$ cat src/icbb_pkg.sv
package icbb_pkg;

  localparam int unsigned RomBanksDefault = 32;
  localparam int unsigned BankWidth       = 5;

  // Address decode masks and matches
  localparam logic [15:0] CtrlMask    = 16'hBF04;
  localparam logic [15:0] CtrlMatch   = 16'h0104;
  localparam logic [15:0] DataMask    = 16'h3E00;
  localparam logic [15:0] DataMatch   = 16'h3C00;
  localparam logic [15:0] RegMask     = 16'h3F00;
  localparam logic [15:0] RegMatch    = 16'h3E00;

  localparam logic [7:0]  CtrlReset   = 8'hFF;
  localparam logic [7:0]  Unmapped    = 8'hFF;
  localparam logic [7:0]  SrstStatus  = 8'hFF;
  localparam logic [7:0]  SrstOther   = 8'h7F;
  localparam logic [7:0]  DevMaskKeep = 8'hEF;

  localparam logic [3:0]  RegData     = 4'd0;
  localparam logic [3:0]  RegDevHead  = 4'd6;
  localparam logic [3:0]  RegStatus   = 4'd7;
  localparam logic [3:0]  RegAltStat  = 4'd14;

  localparam int unsigned DevBit      = 4;
  localparam int unsigned SrstBit     = 2;

  typedef enum logic [2:0] {
    CMD_NONE    = 3'd0,
    CMD_DATA_RD = 3'd1,
    CMD_DATA_WR = 3'd2,
    CMD_REG_RD  = 3'd3,
    CMD_REG_WR  = 3'd4,
    CMD_RESET   = 3'd5
  } cmd_e;

  typedef struct packed {
    logic        opcode;
    logic [15:0] address;
    logic [7:0]  write_value;
    logic [15:0] drive_data_in;
  } in_t;

  typedef struct packed {
    logic [7:0]  read_value;
    logic        from_rom;
    logic [18:0] rom_address;
    cmd_e        drive_command;
    logic        drive_select;
    logic [3:0]  drive_register;
    logic [15:0] drive_write_data;
  } out_t;

  typedef struct packed {
    logic [7:0] control;
    logic [7:0] read_high;
    logic [7:0] write_low;
    logic       drive_sel;
    logic       srst;
  } state_t;

endpackage

$ cat src/ide_cartridge_bus_bridge.sv
// Channel | Signals                          | Moves
// --------+----------------------------------+-------------------------------
// in      | in_valid_i in_ready_o in_data_i  | one CPU bus access word
// out     | out_valid_o out_ready_i out_data_o | one decoded result word
//
// An access is registered on input, decoded against the bridge state and
// lands in the result register: one word per cycle sustained while the
// output does not stall, set by the single decode stage.
// Reset clears both stages and loads the control register with 0xFF.
// A stalled output holds the result register; the input stage then holds too
// and in_ready_o drops once it is full.
module ide_cartridge_bus_bridge #(
  parameter int unsigned RomBanks = icbb_pkg::RomBanksDefault
) (
  input  logic           clk_i,
  input  logic           rst_ni,
  input  logic           in_valid_i,
  output logic           in_ready_o,
  input  icbb_pkg::in_t  in_data_i,
  output logic           out_valid_o,
  input  logic           out_ready_i,
  output icbb_pkg::out_t out_data_o
);

  logic             in_valid_q;
  icbb_pkg::in_t    in_data_q;
  logic             out_valid_q;
  icbb_pkg::out_t   out_data_q;
  icbb_pkg::out_t   out_data_d;
  icbb_pkg::state_t state_q;
  icbb_pkg::state_t state_d;
  logic             out_free;
  logic             advance;

  assign out_free   = !out_valid_q || out_ready_i;
  assign advance    = in_valid_q && out_free;
  assign in_ready_o = !in_valid_q || out_free;

  always_ff @(posedge clk_i or negedge rst_ni) begin
    if (!rst_ni) begin
      in_valid_q <= 1'b0;
    end else if (in_ready_o) begin
      in_valid_q <= in_valid_i;
    end
  end

  always_ff @(posedge clk_i) begin
    if (in_ready_o && in_valid_i) begin
      in_data_q <= in_data_i;
    end
  end

  icbb_decode #(
    .RomBanks(RomBanks)
  ) u_decode (
    .item_i  (in_data_q),
    .state_i (state_q),
    .result_o(out_data_d),
    .state_o (state_d)
  );

  icbb_state u_state (
    .clk_i  (clk_i),
    .rst_ni (rst_ni),
    .step_i (advance),
    .state_i(state_d),
    .state_o(state_q)
  );

  always_ff @(posedge clk_i or negedge rst_ni) begin
    if (!rst_ni) begin
      out_valid_q <= 1'b0;
    end else if (out_free) begin
      out_valid_q <= in_valid_q;
    end
  end

  always_ff @(posedge clk_i) begin
    if (advance) begin
      out_data_q <= out_data_d;
    end
  end

  assign out_valid_o = out_valid_q;
  assign out_data_o  = out_data_q;

  a_hold_stage: assert property (@(posedge clk_i) disable iff (!rst_ni)
    in_valid_q && !out_free |=> in_valid_q && $stable(in_data_q))
    else $error("input stage lost a word while stalled");

  a_srst_set: assert property (@(posedge clk_i) disable iff (!rst_ni)
    advance && out_data_d.drive_command == icbb_pkg::CMD_RESET |=> state_q.srst)
    else $error("soft reset not recorded after reset command");

  a_rom_quiet: assert property (@(posedge clk_i) disable iff (!rst_ni)
    out_valid_o && out_data_o.from_rom |->
      out_data_o.drive_command == icbb_pkg::CMD_NONE && out_data_o.read_value == 8'h00)
    else $error("ROM read carries a drive command or read byte");

  a_reg_field: assert property (@(posedge clk_i) disable iff (!rst_ni)
    out_valid_o && out_data_o.drive_register != 4'd0 |->
      out_data_o.drive_command == icbb_pkg::CMD_REG_RD ||
      out_data_o.drive_command == icbb_pkg::CMD_REG_WR)
    else $error("register number without register command");

endmodule

$ cat src/icbb_decode.sv
module icbb_decode #(
  parameter int unsigned RomBanks = icbb_pkg::RomBanksDefault
) (
  input  icbb_pkg::in_t    item_i,
  input  icbb_pkg::state_t state_i,
  output icbb_pkg::out_t   result_o,
  output icbb_pkg::state_t state_o
);

  localparam logic [icbb_pkg::BankWidth:0] BanksLim = (icbb_pkg::BankWidth + 1)'(RomBanks);
  localparam logic [icbb_pkg::BankWidth-1:0] BankMask =
    icbb_pkg::BankWidth'(RomBanks - 1);

  logic                           ide_on;
  logic                           data_win;
  logic                           reg_win;
  logic                           rom_win;
  logic                           ctrl_hit;
  logic [3:0]                     reg_num;
  logic [3:0]                     rd_reg;
  logic [icbb_pkg::BankWidth-1:0] bank_raw;
  logic [icbb_pkg::BankWidth-1:0] bank;
  logic [15:0]                    addr;
  logic [7:0]                     val;
  logic                           new_sel;

  assign addr     = item_i.address;
  assign val      = item_i.write_value;
  assign ide_on   = state_i.control[0];
  assign data_win = ide_on && ((addr & icbb_pkg::DataMask) == icbb_pkg::DataMatch);
  assign reg_win  = ide_on && ((addr & icbb_pkg::RegMask) == icbb_pkg::RegMatch);
  assign rom_win  = (addr[15:14] == 2'b01);
  assign ctrl_hit = ((addr & icbb_pkg::CtrlMask) == icbb_pkg::CtrlMatch);
  assign reg_num  = addr[3:0];
  // alternate status reads as status
  assign rd_reg   = (reg_num == icbb_pkg::RegAltStat) ? icbb_pkg::RegStatus : reg_num;
  assign new_sel  = val[icbb_pkg::DevBit];

  // bank number sits bit-reversed in control[7:3]
  always_comb begin
    for (int i = 0; i < icbb_pkg::BankWidth; i++) begin
      bank_raw[i] = state_i.control[7 - i];
    end
    if ({1'b0, bank_raw} >= BanksLim) begin
      bank = bank_raw & BankMask;
    end else begin
      bank = bank_raw;
    end
  end

  always_comb begin
    result_o = '0;
    state_o  = state_i;
    if (!item_i.opcode) begin
      priority if (data_win) begin
        if (!addr[0]) begin
          result_o.drive_command = icbb_pkg::CMD_DATA_RD;
          result_o.drive_select  = state_i.drive_sel;
          result_o.read_value    = item_i.drive_data_in[7:0];
          state_o.read_high      = item_i.drive_data_in[15:8];
        end else begin
          result_o.read_value = state_i.read_high;
        end
      end else if (reg_win) begin
        priority if (state_i.srst) begin
          result_o.read_value = (rd_reg == icbb_pkg::RegStatus) ? icbb_pkg::SrstStatus
                                                                : icbb_pkg::SrstOther;
        end else if (rd_reg == icbb_pkg::RegData) begin
          result_o.drive_command = icbb_pkg::CMD_DATA_RD;
          result_o.drive_select  = state_i.drive_sel;
          result_o.read_value    = item_i.drive_data_in[7:0];
        end else begin
          result_o.drive_command  = icbb_pkg::CMD_REG_RD;
          result_o.drive_select   = state_i.drive_sel;
          result_o.drive_register = rd_reg;
          result_o.read_value     = item_i.drive_data_in[7:0];
          if (rd_reg == icbb_pkg::RegDevHead) begin
            result_o.read_value = (item_i.drive_data_in[7:0] & icbb_pkg::DevMaskKeep) |
                                  (8'(state_i.drive_sel) << icbb_pkg::DevBit);
          end
        end
      end else if (rom_win) begin
        result_o.from_rom    = 1'b1;
        result_o.rom_address = {bank, addr[13:0]};
      end else begin
        result_o.read_value = icbb_pkg::Unmapped;
      end
    end else begin
      priority if (ctrl_hit) begin
        state_o.control = val;
      end else if (data_win) begin
        if (!addr[0]) begin
          state_o.write_low = val;
        end else begin
          result_o.drive_command    = icbb_pkg::CMD_DATA_WR;
          result_o.drive_select     = state_i.drive_sel;
          result_o.drive_write_data = {val, state_i.write_low};
        end
      end else if (reg_win) begin
        priority if (state_i.srst) begin
          // only a clear of SRST gets through
          if (reg_num == icbb_pkg::RegAltStat && !val[icbb_pkg::SrstBit]) begin
            state_o.srst = 1'b0;
          end
        end else if (reg_num == icbb_pkg::RegData) begin
          result_o.drive_command    = icbb_pkg::CMD_DATA_WR;
          result_o.drive_select     = state_i.drive_sel;
          result_o.drive_write_data = {val, val};
        end else if (reg_num == icbb_pkg::RegAltStat && val[icbb_pkg::SrstBit]) begin
          state_o.srst           = 1'b1;
          result_o.drive_command = icbb_pkg::CMD_RESET;
        end else begin
          result_o.drive_command    = icbb_pkg::CMD_REG_WR;
          result_o.drive_register   = reg_num;
          result_o.drive_write_data = {8'h00, val};
          if (reg_num == icbb_pkg::RegDevHead) begin
            state_o.drive_sel     = new_sel;
            result_o.drive_select = new_sel;
          end else begin
            result_o.drive_select = state_i.drive_sel;
          end
        end
      end
    end
  end

endmodule

$ cat src/icbb_state.sv
module icbb_state (
  input  logic             clk_i,
  input  logic             rst_ni,
  input  logic             step_i,
  input  icbb_pkg::state_t state_i,
  output icbb_pkg::state_t state_o
);

  icbb_pkg::state_t state_q;

  always_ff @(posedge clk_i or negedge rst_ni) begin
    if (!rst_ni) begin
      state_q.control   <= icbb_pkg::CtrlReset;
      state_q.read_high <= '0;
      state_q.write_low <= '0;
      state_q.drive_sel <= 1'b0;
      state_q.srst      <= 1'b0;
    end else if (step_i) begin
      state_q <= state_i;
    end
  end

  assign state_o = state_q;

endmodule
$ cat config.mk
export PLATFORM = sky130hd
export DESIGN_NAME = ide_cartridge_bus_bridge
export DESIGN_NICKNAME = d
export VERILOG_FILES = /design/src/icbb_pkg.sv /design/src/ide_cartridge_bus_bridge.sv /design/src/icbb_decode.sv /design/src/icbb_state.sv
export SDC_FILE = /design/constraint.sdc
export NUM_CORES = 1
export LEC_CHECK = 0
export BUFFER_PORTS_ARGS = -buffer_cell sky130_fd_sc_hd__buf_2
export CAP_MARGIN = 10
export CORE_MARGIN = 10
export CORE_UTILIZATION = 49
export DETAILED_ROUTE_END_ITERATION = 8
export GPL_ROUTABILITY_DRIVEN = 0
export PLACE_DENSITY = 0.79
export RECOVER_POWER = 25
export SLEW_MARGIN = 20
export SYNTH_ARGS = -nofsm -noshare
export SYNTH_HDL_FRONTEND = slang
export SYNTH_SLANG_ARGS = --single-unit
$ cat constraint.sdc
create_clock -name clk_i -period 2.6 [get_ports clk_i]
set_clock_uncertainty 0.15 [all_clocks]
set_input_delay 0.13 -clock clk_i [delete_from_list [all_inputs] [get_ports clk_i]]
set_output_delay 0.13 -clock clk_i [all_outputs]
set_load 0.02 [all_outputs]
# Word level (Yosys, flattened, before mapping)
# Index checks and enable logic that the tools add are counted.
[totals]
reg_bits = 121
inputBits = 45
output_inout_bits = 54
word_cells = 92
[classes]
eq_ne = 8
mux = 36
bitwise = 9
reduce_logical = 21
[op_table]
columns = ["cell", "n"]
rows = [
  ["2-to-1 mux 24 bit", 3],
  ["2-to-1 mux 8 bit", 9],
  ["2-to-1 mux 16 bit", 3],
  ["2-to-1 mux 4 bit", 8],
  ["2-to-1 mux 21 bit", 1],
  ["2-to-1 mux 20 bit", 1],
  ["2-to-1 mux 7 bit", 2],
  ["== test 4 x 3 -> 1 bit (second input constant)", 3],
  ["AND reduction 5 bit", 2],
  ["== test 8 x 2 -> 1 bit (second input constant)", 1],
  ["zero test 4 bit", 2],
  ["inverter 1 bit", 8],
  ["OR 8 x 5 -> 8 bit", 1],
  ["AND reduction 8 bit", 1],
  ["== test 6 bit (second input constant)", 1],
  ["logical AND 1 bit", 6],
  ["2-to-1 mux 1 bit", 6],
  ["2-to-1 mux 3 bit", 2],
  ["== test 5 bit (second input constant)", 1],
  ["== test 4 bit (second input constant)", 1],
  ["AND reduction 4 bit", 1],
  ["OR reduction 4 bit", 1],
  ["zero test 1 bit", 3],
  ["AND reduction 3 bit", 1],
  ["5 further kinds", 6],
]

# Logic depth before layout (Yosys ltp)
# Gate-level depths: netlist of run 1.
[logic_depth]
depth_word = 9
depth_mapped = 7

# Hierarchy
# From an unflattened synthesis of run 1, not the netlist that was laid out.
[unflattened]
hier_cells = 311
area_unflattened_um2 = 5108.6
[by_module_without_submodules]
columns = ["mod", "instances", "cells_per_inst", "area_per_inst_um2", "seq_area_each_um2"]
rows = [
  ["ide_cartridge_bus_bridge", 1, 101, 2896.5, 2842.7],
  ["icbb_decode", 1, 155, 1132.3, 0.0],
  ["icbb_state", 1, 55, 1079.8, 660.6],
]

# Worst setup path after synthesis of run 1
# OpenSTA, ideal clock, no wires.
[synth_path]
kind = "reg2reg"
from = "reg out_valid_q, in the netlist out_valid_o"
to = "reg, netlist name u_state.state_o[10]"
setup_time_ns = 0.125
t_arrival_ns = 2.710
t_required_ns = 2.325
slack_ns = -0.385
stages_incl_launch_ff = 6
cell_sequence = "dfrtp_1 nand2b_1 nand2_1 inv_1 nand4_1 mux2_2"
[synth_between]
elab_chain_cells = 4
[synth_rtl]
columns = ["element", "line_no", "rtl"]
rows = [
  ["from (decl)", "ide_cartridge_bus_bridge.sv:27", "logic out_valid_q;"],
  ["from (signal assigned)", "ide_cartridge_bus_bridge.sv:74", "out_valid_q <= in_valid_q;"],
  ["zero test 1 bit", "ide_cartridge_bus_bridge.sv:35", "assign out_free = !out_valid_q || out_ready_i;"],
  ["logical OR 1 bit", "ide_cartridge_bus_bridge.sv:35", ""],
  ["logical AND 1 bit", "ide_cartridge_bus_bridge.sv:36", "assign advance = in_valid_q && out_free;"],
  ["via advance", "ide_cartridge_bus_bridge.sv:33", "logic advance;"],
  ["AND reduction 4 bit (no line)", "n/a", ""],
]
# The timed path passes the listed nets, and every way through them passes these cells.
# A chain may end at the register's enable or synchronous reset.

# Worst setup path in the final report of run 1
[layout_path]
from = "reg in_data_q[36] (netlist name)"
to = "reg, netlist name u_state.state_o[23]"
[layout_between]
elab_chain_cells = 2
[layout_rtl]
columns = ["element", "line_no", "rtl"]
rows = [
  ["from (decl)", "ide_cartridge_bus_bridge.sv:26", "icbb_pkg::in_t in_data_q;"],
  ["from (signal assigned)", "ide_cartridge_bus_bridge.sv:49", "in_data_q <= in_data_i;"],
  ["== test 8 x 2 -> 1 bit", "icbb_decode.sv:33", "assign ctrl_hit = ((addr & icbb_pkg::CtrlMask) == icbb_pkg::CtrlMatch);"],
  ["AND reduction 3 bit (no line)", "n/a", ""],
]
# Every way passes these cells.

==> results of run 1 <==
[power breakdown]
group / internal [mW] / switching [mW]
clock: 1.34 / 0.784
sequential: 2.20 / 0.0624
combinational: 0.167 / 0.246
[registers in the layout (all words and copies together) (netlist names)]
register,cells
out_data_o,52
in_valid_q,1
u_state.state_o,24
in_data_q,41
out_valid_o,1
[metal layers]
metal | vias up | global-route usage
met2 | 137 | 0.271
met5 | - | 0
li1 | 1477 | -
met4 | 0 | 0.0819
met1 | 1552 | 0.180
met3 | 20 | 0.0499
[final cells by class]
class                      instances  area, um2  area share
tap                              129        161      0.0254
inverter                           6       26.3     0.00413
multi-input combinational        163       1160       0.183
timing repair buffer             155       1020       0.160
antenna                            1       2.50    0.000393
sequential                       119       3450       0.542
clock buffer                      20        425      0.0668
clock inverter                    12        113      0.0177
[worst max path at each step]
stage	cells past startpoint	from	slack, ns	end
2_1_floorplan	5	out_valid_o	0.04	u_state.state_o[10]
3_3_place_gp	4	in_data_q[40]	0.41	out_data_o[32]
3_5_place_dp	4	in_data_q[36]	0.33	u_state.state_o[24]
4_1_cts	4	in_data_q[36]	0.31	u_state.state_o[23]
5_1_grt	5	in_data_q[32]	0.13	out_data_o[1]
6_report	4	in_data_q[36]	0.29	u_state.state_o[23]
[worst max-delay path, cell delays in order, from the launching register on]
cell                       delay, ns
sky130_fd_sc_hd__edfxtp_1       0.43
sky130_fd_sc_hd__or4b_1         0.62
sky130_fd_sc_hd__or2_4          0.30
sky130_fd_sc_hd__nor3_4         0.34
sky130_fd_sc_hd__mux2_2         0.39
[Yosys cell counts (all sizes together) (2+ instances only)]
cell type and instances:
a21oi 2, a221oi 6, a22oi 7, a31o 2
a31oi 8, and2 29, and3 3, buf 2
clkbuf 9, dfrtp 20, dfstp 6, edfxtp 93
inv 5, mux2 23, nand2 13, nand2b 5
nand3 2, nand4 2, nand4b 2, nor2 14
nor3 9, o21ai 12, o32ai 2, or2 2
or3 2, or4b 2
[what timing repair did]
item,CTS,global route
hold buffers,45,0
setup buffers,0,0
hold endpoints to repair,69,0
[cells by family after synthesis]
group / count (synthesis) / share of synthesized area
buffers and inverters: 17 / 0.0155
AOI/OAI and AO/OA: 50 / 0.0767
and+or+nand+nor: 89 / 0.113
DFF: 119 / 0.737
xor gates and xnor gates: 1 / 0.00187
muxes: 23 / 0.0553
==> implementation parameters, run 1 <==
Parameter                              Value

Outcome
  Outcome ... finished, final reports clean

STA
  Min cycle time layout ... 2.31 ns
  Fin crit share ... 0.890
  Max Fclk ... 0.432 GHz
  Number of endpoints with negative hold slack in the final report ... 0
  Max-slew violation total from the final report ... 0
  Worst slew margin relative to its limit ... 0.0330
  Final setup violation count ... 0
  Least setup slack across all paths after layout ... 0.286 ns
  Final total negative setup slack ... 0 ns
  Slew @ Worst Pin ... 1.45 ns
  Final Hold Slack ... 0.169 ns
  Unrepaired setup endpoints after global routing ... false

Worst setup path
  Worst-path fanout max ... 7
  Required time of the critical path ... 2.88 ns
  Terminus of the critical flop-to-flop path ... u_state.state_o[23]
  Worst Reg-to-Reg Cells ... 4
  Minimum setup slack among reg-to-reg paths ... 0.29 ns
  Start-to-end type of the worst setup path ... flip-flop to flip-flop
  Type of element capturing the critical path ... flip-flop
  Worst reg2reg path startpoint ... in_data_q[36]
  Type of element launching the critical path ... flip-flop
  Data arrival time of the worst path ... 2.60 ns

Finish
  Finished Layout Cells ... 605
  Most common library cell in the layout ignoring fill and taps ... sky130_fd_sc_hd__edfxtp_1
  Area added between synthesis and finish ... 36.0%
  Fraction of layout instances using a drive strength above 1 ... 0.371
  Final Cell Area ... 0.00636 mm2
  Leading cell types in the layout, fill and taps excluded ... sky130_fd_sc_hd__edfxtp_1, sky130_fd_sc_hd__buf_2, sky130_fd_sc_hd__dlygate4sd3_1, sky130_fd_sc_hd__and2_1, sky130_fd_sc_hd__mux2_2
  Number of filler cells placed in the layout ... 645
  Final Util ... 0.686
  Final net count ... 507

Clock tree
  Clock-pin slew of the registers on the worst-case setup and hold paths ... 0.06 ns
  Maximum number of buffers from clock root to sink ... 2
  Insertion delay to the later sink of the worst-skew pair ... 0.52 ns
  Buffer cell driving the clock tree root ... sky130_fd_sc_hd__clkbuf_8
  Clock tree from TritonCTS ... yes
  Number of buffers created by CTS ... 17
  Number of clock sinks seen by CTS ... 119
  Gates resized, CTS repair ... 0
  H-Tree Level Count ... 4

Logic synthesis
  Number of storage elements in the synthesis netlist ... 119
  Number of warning messages in the yosys log ... 0
  Post-synthesis average cell area ... 15.7 um2
  Unique cell type count in the Yosys netlist ... 49
  Register area share after synthesis ... 0.737
  Net Count, Synth ... 344
  Top area cells in the synthesized netlist ... sky130_fd_sc_hd__edfxtp_1, sky130_fd_sc_hd__dfrtp_1, sky130_fd_sc_hd__mux2_2
  Top flip-flop cell by instance count after synthesis ... sky130_fd_sc_hd__edfxtp_1
  Fraction of post-synthesis cell area in the top cell type by area ... 0.597
  Post-synthesis async set-or-reset flop share ... 0.218
  Post-synthesis cell count ... 299
  Netlist area before placement ... 0.00468 mm2
  Number of flops mapped to enable cells by yosys ... 93
  Library cell occupying the most area in the post-synthesis netlist ... sky130_fd_sc_hd__edfxtp_1

Detailed routing
  Drt via density ... 5.27
  Length of routed met2 wiring ... 5.69 mm
  Final routed DRC violation total ... 0
  First-pass DRT Iterations ... 6
  Mean routed wirelength per cell ... 18.0 um
  Sum of routed wire length over all layers ... 10.9 mm
  Post-route antenna net violation count ... 0
  Wl on met1 ... 4.31 mm
  Highest routing layer actually used ... met4
  DR WL met3 ... 715 um
  Via count ... 3186
  Detailed Route Iter0 Violations ... 222

GRT
  Overflow after GRT ... 0
  Global-route wire length before repair ... 17.9 mm
  Maximum number of pins on one net before global-route repair ... 42
  Via count of the first global-routing pass ... 3460
  Overall fraction of global-route tracks in use ... 0.161
  Number of antenna violations at the first check in global routing ... 1

Pwr
  Pwr Total ... 4.81 mW
  Peak supply drop ... 0.546 mV
  Power Dens Cells ... 755 mW/mm2
  Static power due to leakage ... 2.60 nW

Floorplan
  Initial core utilization ... 0.504
  Height of the chip ... 118 um
  DIE AREA ... 0.0139 mm2
  Top-level I/O count ... 99
  Row cnt ... 35
  Core region area ... 0.00928 mm2
  Die extent in x ... 118 um

Hold path
  Startpoint of the most critical hold path ... in_data_i[1]
  Path class of the lowest-slack min-delay path ... primary input to flip-flop
  Worst min-delay path endpoint ... in_data_q[1]
  Worst hold path stage count ... 2

Placed design
  Post-place instance area ... 0.00538 mm2
  HPWL Detailed ... 7.19 mm
  Setup slack at placement ... 0.328 ns
  # placed instances ... 527
  Count of input and output buffers ... 98

Flow run
  Maximum Capacitance Violations ... 0
Power figures use the tool's default switching activity.
==> run 2: changes to the inputs <==
Settings changed: ABC_AREA set to 1, CORE_UTILIZATION 49 to 35, PLACE_DENSITY 0.79 to 0.6.
==> run 2 against run 1 <==
  * Synthesized cell count grew 45%
  * Clock power is 3% higher
  * Critical path type is now primary input to flip-flop
  * Sequential share of layout area fell by 2.1 points
  * Highest routed layer unchanged
  * First-iteration DRC count down 16%
  * The run now ends with capacitance limit, slew limit left
==> implementation parameters, run 2 <==
Parameter                              Value

Placed design
  Count of input and output buffers ... 98 (unchanged)
  # placed instances ... 707 (was 527)
  HPWL Detailed ... 8.13 mm (was 7.19 mm)

Pwr
  Comb pwr share ... 0.103 (was 0.086)
  Relative contribution of sequential cells to total power ... 0.462 (was 0.472)
  Int Power ... 3.83 mW (was 3.71 mW)
  Pwr Total ... 5.02 mW (was 4.81 mW)
  Static power due to leakage ... 2.91 nW (was 2.60 nW)
  Peak supply drop ... 0.374 mV (was 0.546 mV)
  Fraction of power consumed by the clock network ... 0.435 (was 0.442)
  Net switching share of the total power ... 0.237 (was 0.227)
  Switch Pwr ... 1.19 mW (was 1.09 mW)
  Power Dens Cells ... 758 mW/mm2 (was 755 mW/mm2)

Worst setup path
  Stage delay of the slowest cell on the critical path ... 0.55 ns (was 0.62 ns)
  Type of element launching the critical path ... primary input (was flip-flop)
  Terminus of the critical flop-to-flop path ... in_valid_q (was u_state.state_o[23])
  Minimum setup slack among reg-to-reg paths ... 0.61 ns (was 0.29 ns)
  Worst-path fanout max ... 3 (was 7)
  Master of the slowest instance on the critical path ... sky130_fd_sc_hd__dlygate4sd3_1 (was sky130_fd_sc_hd__or4b_1)
  CP delay by family, top ... buffers and inverters (was simple AND/OR/NAND/NOR gates)
  Worst Setup EP ... in_valid_q (was u_state.state_o[23])
  Type of element capturing the critical path ... flip-flop (unchanged)
  Critical path origin ... out_ready_i (was in_data_q[36])
  Required time of the critical path ... 2.74 ns (was 2.88 ns)
  Most frequent CP cell ... sky130_fd_sc_hd__dlygate4sd3_1
  Worst reg2reg path startpoint ... out_valid_o (was in_data_q[36])
  Cell breakdown of the critical path ... dlygate4sd3_1 > buf_2 > inv_1 > nand3_1 > nand2_1 > dlygate4sd3_1 > nand2_1 > dlygate4sd3_1 (was or4b_1 > or2_4 > nor3_4 > mux2_2)
  Data arrival time of the worst path ... 2.18 ns (was 2.60 ns)
  Sum of buffers and inverters on the critical path ... 5 (was 0)
  Number of cells on the critical path ... 8 (was 4)
  Start-to-end type of the worst setup path ... primary input to flip-flop (was flip-flop to flip-flop)
  Worst Reg-to-Reg Cells ... 5 (was 4)

Detailed routing
  Detailed Route Iter0 Violations ... 186 (was 222)
  Drt via density ... 4.50 (was 5.27)
  Via count ... 3529 (was 3186)
  First-pass DRT Iterations ... 4 (was 6)
  Post-route antenna net violation count ... 0 (unchanged)
  Sum of routed wire length over all layers ... 11.4 mm (was 10.9 mm)
  Mean routed wirelength per cell ... 14.6 um (was 18.0 um)
  Final routed DRC violation total ... 0 (unchanged)

Logic synthesis
  Top flip-flop cell by instance count after synthesis ... sky130_fd_sc_hd__edfxtp_1 (unchanged)
  Most repeated cell in the gate-level netlist after synthesis ... sky130_fd_sc_hd__nand2_1 (was sky130_fd_sc_hd__edfxtp_1)
  Fraction of post-synthesis cell area in the top cell type by area ... 0.567 (was 0.597)
  Unique cell type count in the Yosys netlist ... 27 (was 49)
  Most common library cells after synthesis ... sky130_fd_sc_hd__nand2_1, sky130_fd_sc_hd__edfxtp_1, sky130_fd_sc_hd__inv_1, sky130_fd_sc_hd__nor2_1, sky130_fd_sc_hd__dfrtp_1 (was sky130_fd_sc_hd__edfxtp_1, sky130_fd_sc_hd__and2_1, sky130_fd_sc_hd__mux2_2, sky130_fd_sc_hd__dfrtp_1, sky130_fd_sc_hd__nor2_1)
  Netlist area before placement ... 0.00493 mm2 (was 0.00468 mm2)
  Register area share after synthesis ... 0.701 (was 0.737)
  Top area cells in the synthesized netlist ... sky130_fd_sc_hd__edfxtp_1, sky130_fd_sc_hd__dfrtp_1, sky130_fd_sc_hd__nand2_1 (was sky130_fd_sc_hd__edfxtp_1, sky130_fd_sc_hd__dfrtp_1, sky130_fd_sc_hd__mux2_2)
  Net Count, Synth ... 479 (was 344)
  Number of storage elements in the synthesis netlist ... 119 (unchanged)
  Number of flops mapped to enable cells by yosys ... 93 (unchanged)
  Library cell occupying the most area in the post-synthesis netlist ... sky130_fd_sc_hd__edfxtp_1 (unchanged)
  Post-synthesis cell count ... 434 (was 299)
  Post-synthesis average cell area ... 11.4 um2 (was 15.7 um2)
  Post-synthesis async set-or-reset flop share ... 0.218 (unchanged)
  Number of warning messages in the yosys log ... 0 (unchanged)

Outcome
  Outcome ... complete, but fails checks (was finished, final reports clean)
  Violated checks ... capacitance limit, slew limit

STA
  Min cycle time layout ... 2.04 ns (was 2.31 ns)
  Worst slew margin relative to its limit ... -0.0144 (was 0.0330)
  Final setup violation count ... 0 (unchanged)
  Fin crit share ... 0.785 (was 0.890)
  Unrepaired setup endpoints after global routing ... false (unchanged)
  Number of endpoints with negative hold slack in the final report ... 0 (unchanged)
  Final total negative setup slack ... 0 ns (unchanged)
  Slew @ Worst Pin ... 1.52 ns (was 1.45 ns)
  Max Fclk ... 0.490 GHz (was 0.432 GHz)
  Max-slew violation total from the final report ... 27 (was 0)

GRT
  Maximum number of pins on one net before global-route repair ... 42 (unchanged)
  Via count of the first global-routing pass ... 3692 (was 3460)
  Overflow after GRT ... 0 (unchanged)
  Global-route wire length before repair ... 18.7 mm (was 17.9 mm)
  Number of antenna violations at the first check in global routing ... 0 (was 1)
  Overall fraction of global-route tracks in use ... 0.122 (was 0.161)

Finish
  Diodes inserted ... 0 (was 1)
  Fraction of layout instances using a drive strength above 1 ... 0.278 (was 0.371)
  Final Util ... 0.479 (was 0.686)
  Final net count ... 637 (was 507)
  Area added between synthesis and finish ... 34.5% (was 36.0%)
  Most common library cell in the layout ignoring fill and taps ... sky130_fd_sc_hd__nand2_1 (was sky130_fd_sc_hd__edfxtp_1)
  Finished Layout Cells ... 785 (was 605)
  Leading cell types in the layout, fill and taps excluded ... sky130_fd_sc_hd__nand2_1, sky130_fd_sc_hd__edfxtp_1, sky130_fd_sc_hd__buf_2, sky130_fd_sc_hd__inv_1, sky130_fd_sc_hd__dlygate4sd3_1 (was sky130_fd_sc_hd__edfxtp_1, sky130_fd_sc_hd__buf_2, sky130_fd_sc_hd__dlygate4sd3_1, sky130_fd_sc_hd__and2_1, sky130_fd_sc_hd__mux2_2)
  Number of flip-flops in the largest register ... 52 (unchanged)

Clock tree
  Clock tree from TritonCTS ... yes (unchanged)
  Insertion delay to the later sink of the worst-skew pair ... 0.42 ns (was 0.52 ns)
  Number of clock sinks seen by CTS ... 119 (unchanged)
  Setup fix buffers added after clock tree synthesis ... 0 (unchanged)
  H-Tree Level Count ... 4 (unchanged)
  Clock-pin slew of the registers on the worst-case setup and hold paths ... 0.05 ns (was 0.06 ns)
  Buffer cell driving the clock tree root ... sky130_fd_sc_hd__clkbuf_16 (was sky130_fd_sc_hd__clkbuf_8)
  Gates resized, CTS repair ... 0 (unchanged)
  Number of buffers created by CTS ... 17 (unchanged)
  Hold-fix buffers, CTS ... 46 (was 45)
  Maximum number of buffers from clock root to sink ... 2 (unchanged)

Floorplan
  Row cnt ... 43 (was 35)
  Initial core utilization ... 0.356 (was 0.504)
  Height of the chip ... 139 um (was 118 um)
  Core region area ... 0.0138 mm2 (was 0.00928 mm2)
  DIE AREA ... 0.0192 mm2 (was 0.0139 mm2)
  Die extent in x ... 139 um (was 118 um)
  Top-level I/O count ... 99 (unchanged)

Flow run
  Maximum Capacitance Violations ... 1 (was 0)

Hold path
  Path class of the lowest-slack min-delay path ... primary input to flip-flop (unchanged)
[run 2: cell count changes after synthesis, moves of 17 or more]
cell / before / now
sky130_fd_sc_hd__a21oi_1: 2 / 19
sky130_fd_sc_hd__and2_1: 29 / 0
sky130_fd_sc_hd__inv_1: 5 / 52
sky130_fd_sc_hd__mux2_2: 23 / 0
sky130_fd_sc_hd__nand2_1: 13 / 120
sky130_fd_sc_hd__nor2_1: 14 / 40
[run 2: layout make-up]
class | instances | area, um2
clock buffer | 24 | 493
tap | 180 | 225
multi-input combinational | 247 | 1190
sequential | 119 | 3450
timing repair buffer | 149 | 980
inverter | 58 | 219
clock inverter | 8 | 72.6
fill | 1257 | 7200
[run 2: worst register-to-register path: cells and delay by family (launching register included)]
| family | cells | cell delay [ns] |
|---|---|---|
| flip-flops | 1 | 0.37 |
| buffers and inverters | 2 | 1.09 |
| AND/OR/NAND/NOR | 3 | 0.27 |
[run 2: metal layers]
metal	part of all wire	up-vias	track usage
met2	0.49	106	0.199
li1	-	1746	-
met1	0.43	1663	0.144
met3	0.066	14	0.0541
met4	0.011	0	0.0340
met5	0	-	0
[run 2: kinds of logic after synthesis]
| kind of cell | Yosys count | synth area share |
|---|---|---|
| and+or+nand+nor | 194 | 0.174 |
| AOI/OAI and AO/OA | 53 | 0.0663 |
| DFF | 119 | 0.701 |
| buffers and inverters | 68 | 0.0587 |
[run 2: power by group through the flow]
stage / clock network, mW / registers, mW / logic (mW)
floorplan: 0 / 2.46 / 0.155
global placement: 0 / 2.36 / 0.469
detailed placement: 0 / 2.36 / 0.476
CTS: 2.23 / 2.32 / 0.532
global route: 2.33 / 2.34 / 0.569
finish: 2.19 / 2.32 / 0.518
[run 2: worst min-delay path by stage]
stage	startpoint	to	slack, ns	cells after the start
after detailed placement	rst_ni	u_state.state_o[10]	0.03	1
after CTS	rst_ni	u_state.state_o[12]	0.15	2
after global placement	rst_ni	u_state.state_o[10]	0.03	1
after floorplan	rst_ni	in_valid_q	-0.32	0
after global routing	in_data_i[26]	in_data_q[26]	0.26	2
final	in_data_i[24]	in_data_q[24]	0.27	2
[run 2: stage by stage]
step                      setup WS (ns)  hold slack (ns)  cell area [um2]
after global placement            0.672           0.0304             5610
after detailed placement          0.637           0.0337             5610
after floorplan                  0.0430           -0.316             4930
final                             0.560            0.274             6630
after global routing              0.432            0.263             6630
after CTS                         0.549            0.148             6640
==> run 3: changes to the inputs <==
Clock period 2.6 ns to 1.66 ns, I/O delays scaled along.
==> run 3 against run 2 <==
  * Hold slack got worse by 0.13 ns
  * First-iteration DRC count down 19%
  * The run ends with setup timing left
  * Critical path depth is 3 higher
  * Worst setup slack worse by 0.65 ns
  * Core utilization up 4.6 points
  * Flip-flop and latch count stayed put
  * Die area is the same
  * Count of clock-buffer cells in the layout is the same
  * Clock power increased by 48%
  * Sequential share of layout area fell by 4.6 points
==> implementation parameters, run 3 (synthesis gave the netlist of run 2 again) <==
Parameter                              Value

Finish
  Fraction of layout instances using a drive strength above 1 ... 0.425 (was 0.278)
  Final net count ... 679 (was 637)
  Area added between synthesis and finish ... 47.5% (was 34.5%)
  Area of the multi-input gates ... 0.00146 mm2 (was 0.00119 mm2)
  Most common library cell in the layout ignoring fill and taps ... sky130_fd_sc_hd__nand2_1 (unchanged)
  Number of filler cells placed in the layout ... 1183 (was 1257)
  Diodes inserted ... 0 (unchanged)
  Seq. cell area ... 0.00345 mm2 (about the same)
  Number of flip-flops in the largest register ... 52 (unchanged)
  Finished Layout Cells ... 827 (was 785)
  Leading cell types in the layout, fill and taps excluded ... sky130_fd_sc_hd__nand2_1, sky130_fd_sc_hd__edfxtp_1, sky130_fd_sc_hd__buf_2, sky130_fd_sc_hd__inv_1, sky130_fd_sc_hd__dlygate4sd3_1 (unchanged)

Hold path
  Path class of the lowest-slack min-delay path ... primary input to async pin (was primary input to flip-flop)

Clock tree
  Maximum number of buffers from clock root to sink ... 2 (unchanged)
  Clock-pin slew of the registers on the worst-case setup and hold paths ... 0.05 ns (about the same)
  Insertion delay to the later sink of the worst-skew pair ... 0.41 ns (was 0.42 ns)
  Number of clock sinks seen by CTS ... 119 (unchanged)
  Buffer cell driving the clock tree root ... sky130_fd_sc_hd__clkbuf_16 (unchanged)
  H-Tree Level Count ... 4 (unchanged)
  Clock tree from TritonCTS ... yes (unchanged)
  Number of buffers created by CTS ... 17 (unchanged)

Outcome
  Violated checks ... setup timing (was capacitance limit, slew limit)
  Outcome ... complete, but fails checks (unchanged)

Placed design
  # placed instances ... 738 (was 707)
  Count of input and output buffers ... 98 (unchanged)
  HPWL Detailed ... 8.43 mm (was 8.13 mm)
  Setup slack at placement ... -0.113 ns (was 0.637 ns)

STA
  Least setup slack across all paths after layout ... -0.0927 ns (was 0.560 ns)
  Max-slew violation total from the final report ... 0 (was 27)
  Fin crit share ... 1.06
  Final total negative setup slack ... -2.94 ns (was 0 ns)
  Final setup violation count ... 55 (was 0)
  Max Fclk ... 0.571 GHz
  Number of endpoints with negative hold slack in the final report ... 0 (unchanged)
  Unrepaired setup endpoints after global routing ... true (was false)
  Min cycle time layout ... 1.75 ns
  Worst slew margin relative to its limit ... 0.495 (was -0.0144)
  Slew @ Worst Pin ... 0.758 ns (was 1.52 ns)

GRT
  Global-route wire length before repair ... 20.4 mm (was 18.7 mm)
  Number of antenna violations at the first check in global routing ... 0 (unchanged)
  Overall fraction of global-route tracks in use ... 0.132 (was 0.122)
  Maximum number of pins on one net before global-route repair ... 36 (was 42)
  Via count of the first global-routing pass ... 4037 (was 3692)
  Overflow after GRT ... 0 (unchanged)

Detailed routing
  Detailed Route Iter0 Violations ... 151 (was 186)
  Final routed DRC violation total ... 0 (unchanged)
  Post-route antenna net violation count ... 0 (unchanged)
  First-pass DRT Iterations ... 4 (unchanged)
  Sum of routed wire length over all layers ... 12.5 mm (was 11.4 mm)
  Mean routed wirelength per cell ... 15.1 um (was 14.6 um)
  Via count ... 3738 (was 3529)
  Drt via density ... 4.52 (was 4.50)

Worst setup path
  Worst-path fanout max ... 7 (was 3)
  CP delay by family, top ... simple AND/OR/NAND/NOR gates (was buffers and inverters)
  Sum of buffers and inverters on the critical path ... 2 (was 5)
  Type of element capturing the critical path ... flip-flop (unchanged)
  Cell breakdown of the critical path ... nand2_2 > buf_6 > nor2_4 > nand2_8 > nor2_8 > inv_2 > nand2_2 > nand2_2 > nand2_1 > nand2_1 > nand2_1 (was dlygate4sd3_1 > buf_2 > inv_1 > nand3_1 > nand2_1 > dlygate4sd3_1 > nand2_1 > dlygate4sd3_1)
  Data arrival time of the worst path ... 1.88 ns (was 2.18 ns)
  Start-to-end type of the worst setup path ... flip-flop to flip-flop (was primary input to flip-flop)
  Type of element launching the critical path ... flip-flop (was primary input)
  Master of the slowest instance on the critical path ... sky130_fd_sc_hd__edfxtp_1 (was sky130_fd_sc_hd__dlygate4sd3_1)
  Required time of the critical path ... 1.79 ns (was 2.74 ns)
  Stage delay of the slowest cell on the critical path ... 0.43 ns (was 0.55 ns)

Floorplan
  Die extent in x ... 139 um (unchanged)
  DIE AREA ... 0.0192 mm2 (unchanged)
  Core region area ... 0.0138 mm2 (unchanged)
  Initial core utilization ... 0.356 (unchanged)
  Height of the chip ... 139 um (unchanged)
  Row cnt ... 43 (unchanged)
  Top-level I/O count ... 99 (unchanged)

Flow run
  Maximum Capacitance Violations ... 0 (was 1)

Pwr
  Power Dens Cells ... 1080 mW/mm2 (was 758 mW/mm2)
  Relative contribution of sequential cells to total power ... 0.460 (was 0.462)
  Fraction of power consumed by the clock network ... 0.412 (was 0.435)
  Static power due to leakage ... 3.14 nW (was 2.91 nW)
  Peak supply drop ... 0.711 mV (was 0.374 mV)
  Int Power ... 5.91 mW (was 3.83 mW)
  Switch Pwr ... 1.95 mW (was 1.19 mW)
  Net switching share of the total power ... 0.248 (was 0.237)
  Comb pwr share ... 0.128 (was 0.103)
==> run 3: layer usage <==
metal / GRT usage / wire length (um) / up-vias
met5: 0 / 0 / -
met3: 0.0438 / 869 / 22
li1: - / - / 1843
met1: 0.153 / 5320 / 1752
met4: 0.0566 / 235 / 0
met2: 0.218 / 6040 / 121
==> run 3: timing repair <==
action	4_1_cts	5_1_grt
hold buffers	44	0
endpoints found under the setup margin	73	110
hold endpoints to repair	69	0
pin swaps	5	11
cloned	2	1
gates resized for setup	26	55
buffers inserted	5	5
==> run 3: worst paths after layout <==
| check | from | endpoint | slack [ns] | depth (start not counted) |
|---|---|---|---|---|
| max in group asynchronous | rst_ni | out_valid_o | 0.69 | 2 |
| hold reg to reg | u_state.state_o[12] | u_state.state_o[12] | 0.33 | 2 |
| hold / removal | rst_ni | u_state.state_o[10] | 0.14 | 2 |
| min in group clk_i | in_data_i[13] | in_data_q[13] | 0.23 | 2 |
| setup / recovery | in_data_q[36] | out_data_o[20] | -0.09 | 11 |
| setup reg to reg | in_data_q[36] | out_data_o[20] | -0.09 | 11 |
==> run 3: area by class of cell <==
type                       instances  share of cell area
sequential                       119               0.475
clock inverter                     8             0.00723
timing repair buffer             189               0.188
inverter                          58              0.0324
multi-input combinational        249               0.200
tap                              180              0.0310
clock buffer                      24              0.0663
==> run 3: stage by stage <==
| step | hold slack [ns] | utilization | instance area, um2 | power (mW) |
|---|---|---|---|---|
| floorplan | -0.363 | - | 4950 | 4.11 |
| global placement | -0.0188 | 0.428 | 5910 | 4.51 |
| detailed placement | 0.00696 | 0.428 | 5910 | 4.52 |
| CTS | 0.0975 | 0.509 | 7040 | 7.88 |
| global route | 0.181 | 0.525 | 7260 | 8.15 |
| finish | 0.142 | 0.525 | 7260 | 7.86 |
==> run 3: power by group through the flow <==
stage	logic (mW)	clock network [mW]	registers [mW]
2_1_floorplan	0.251	0	3.85
3_3_place_gp	0.847	0	3.66
3_5_place_dp	0.851	0	3.67
4_1_cts	0.969	3.30	3.62
5_1_grt	1.09	3.42	3.64
6_report	1.00	3.24	3.62
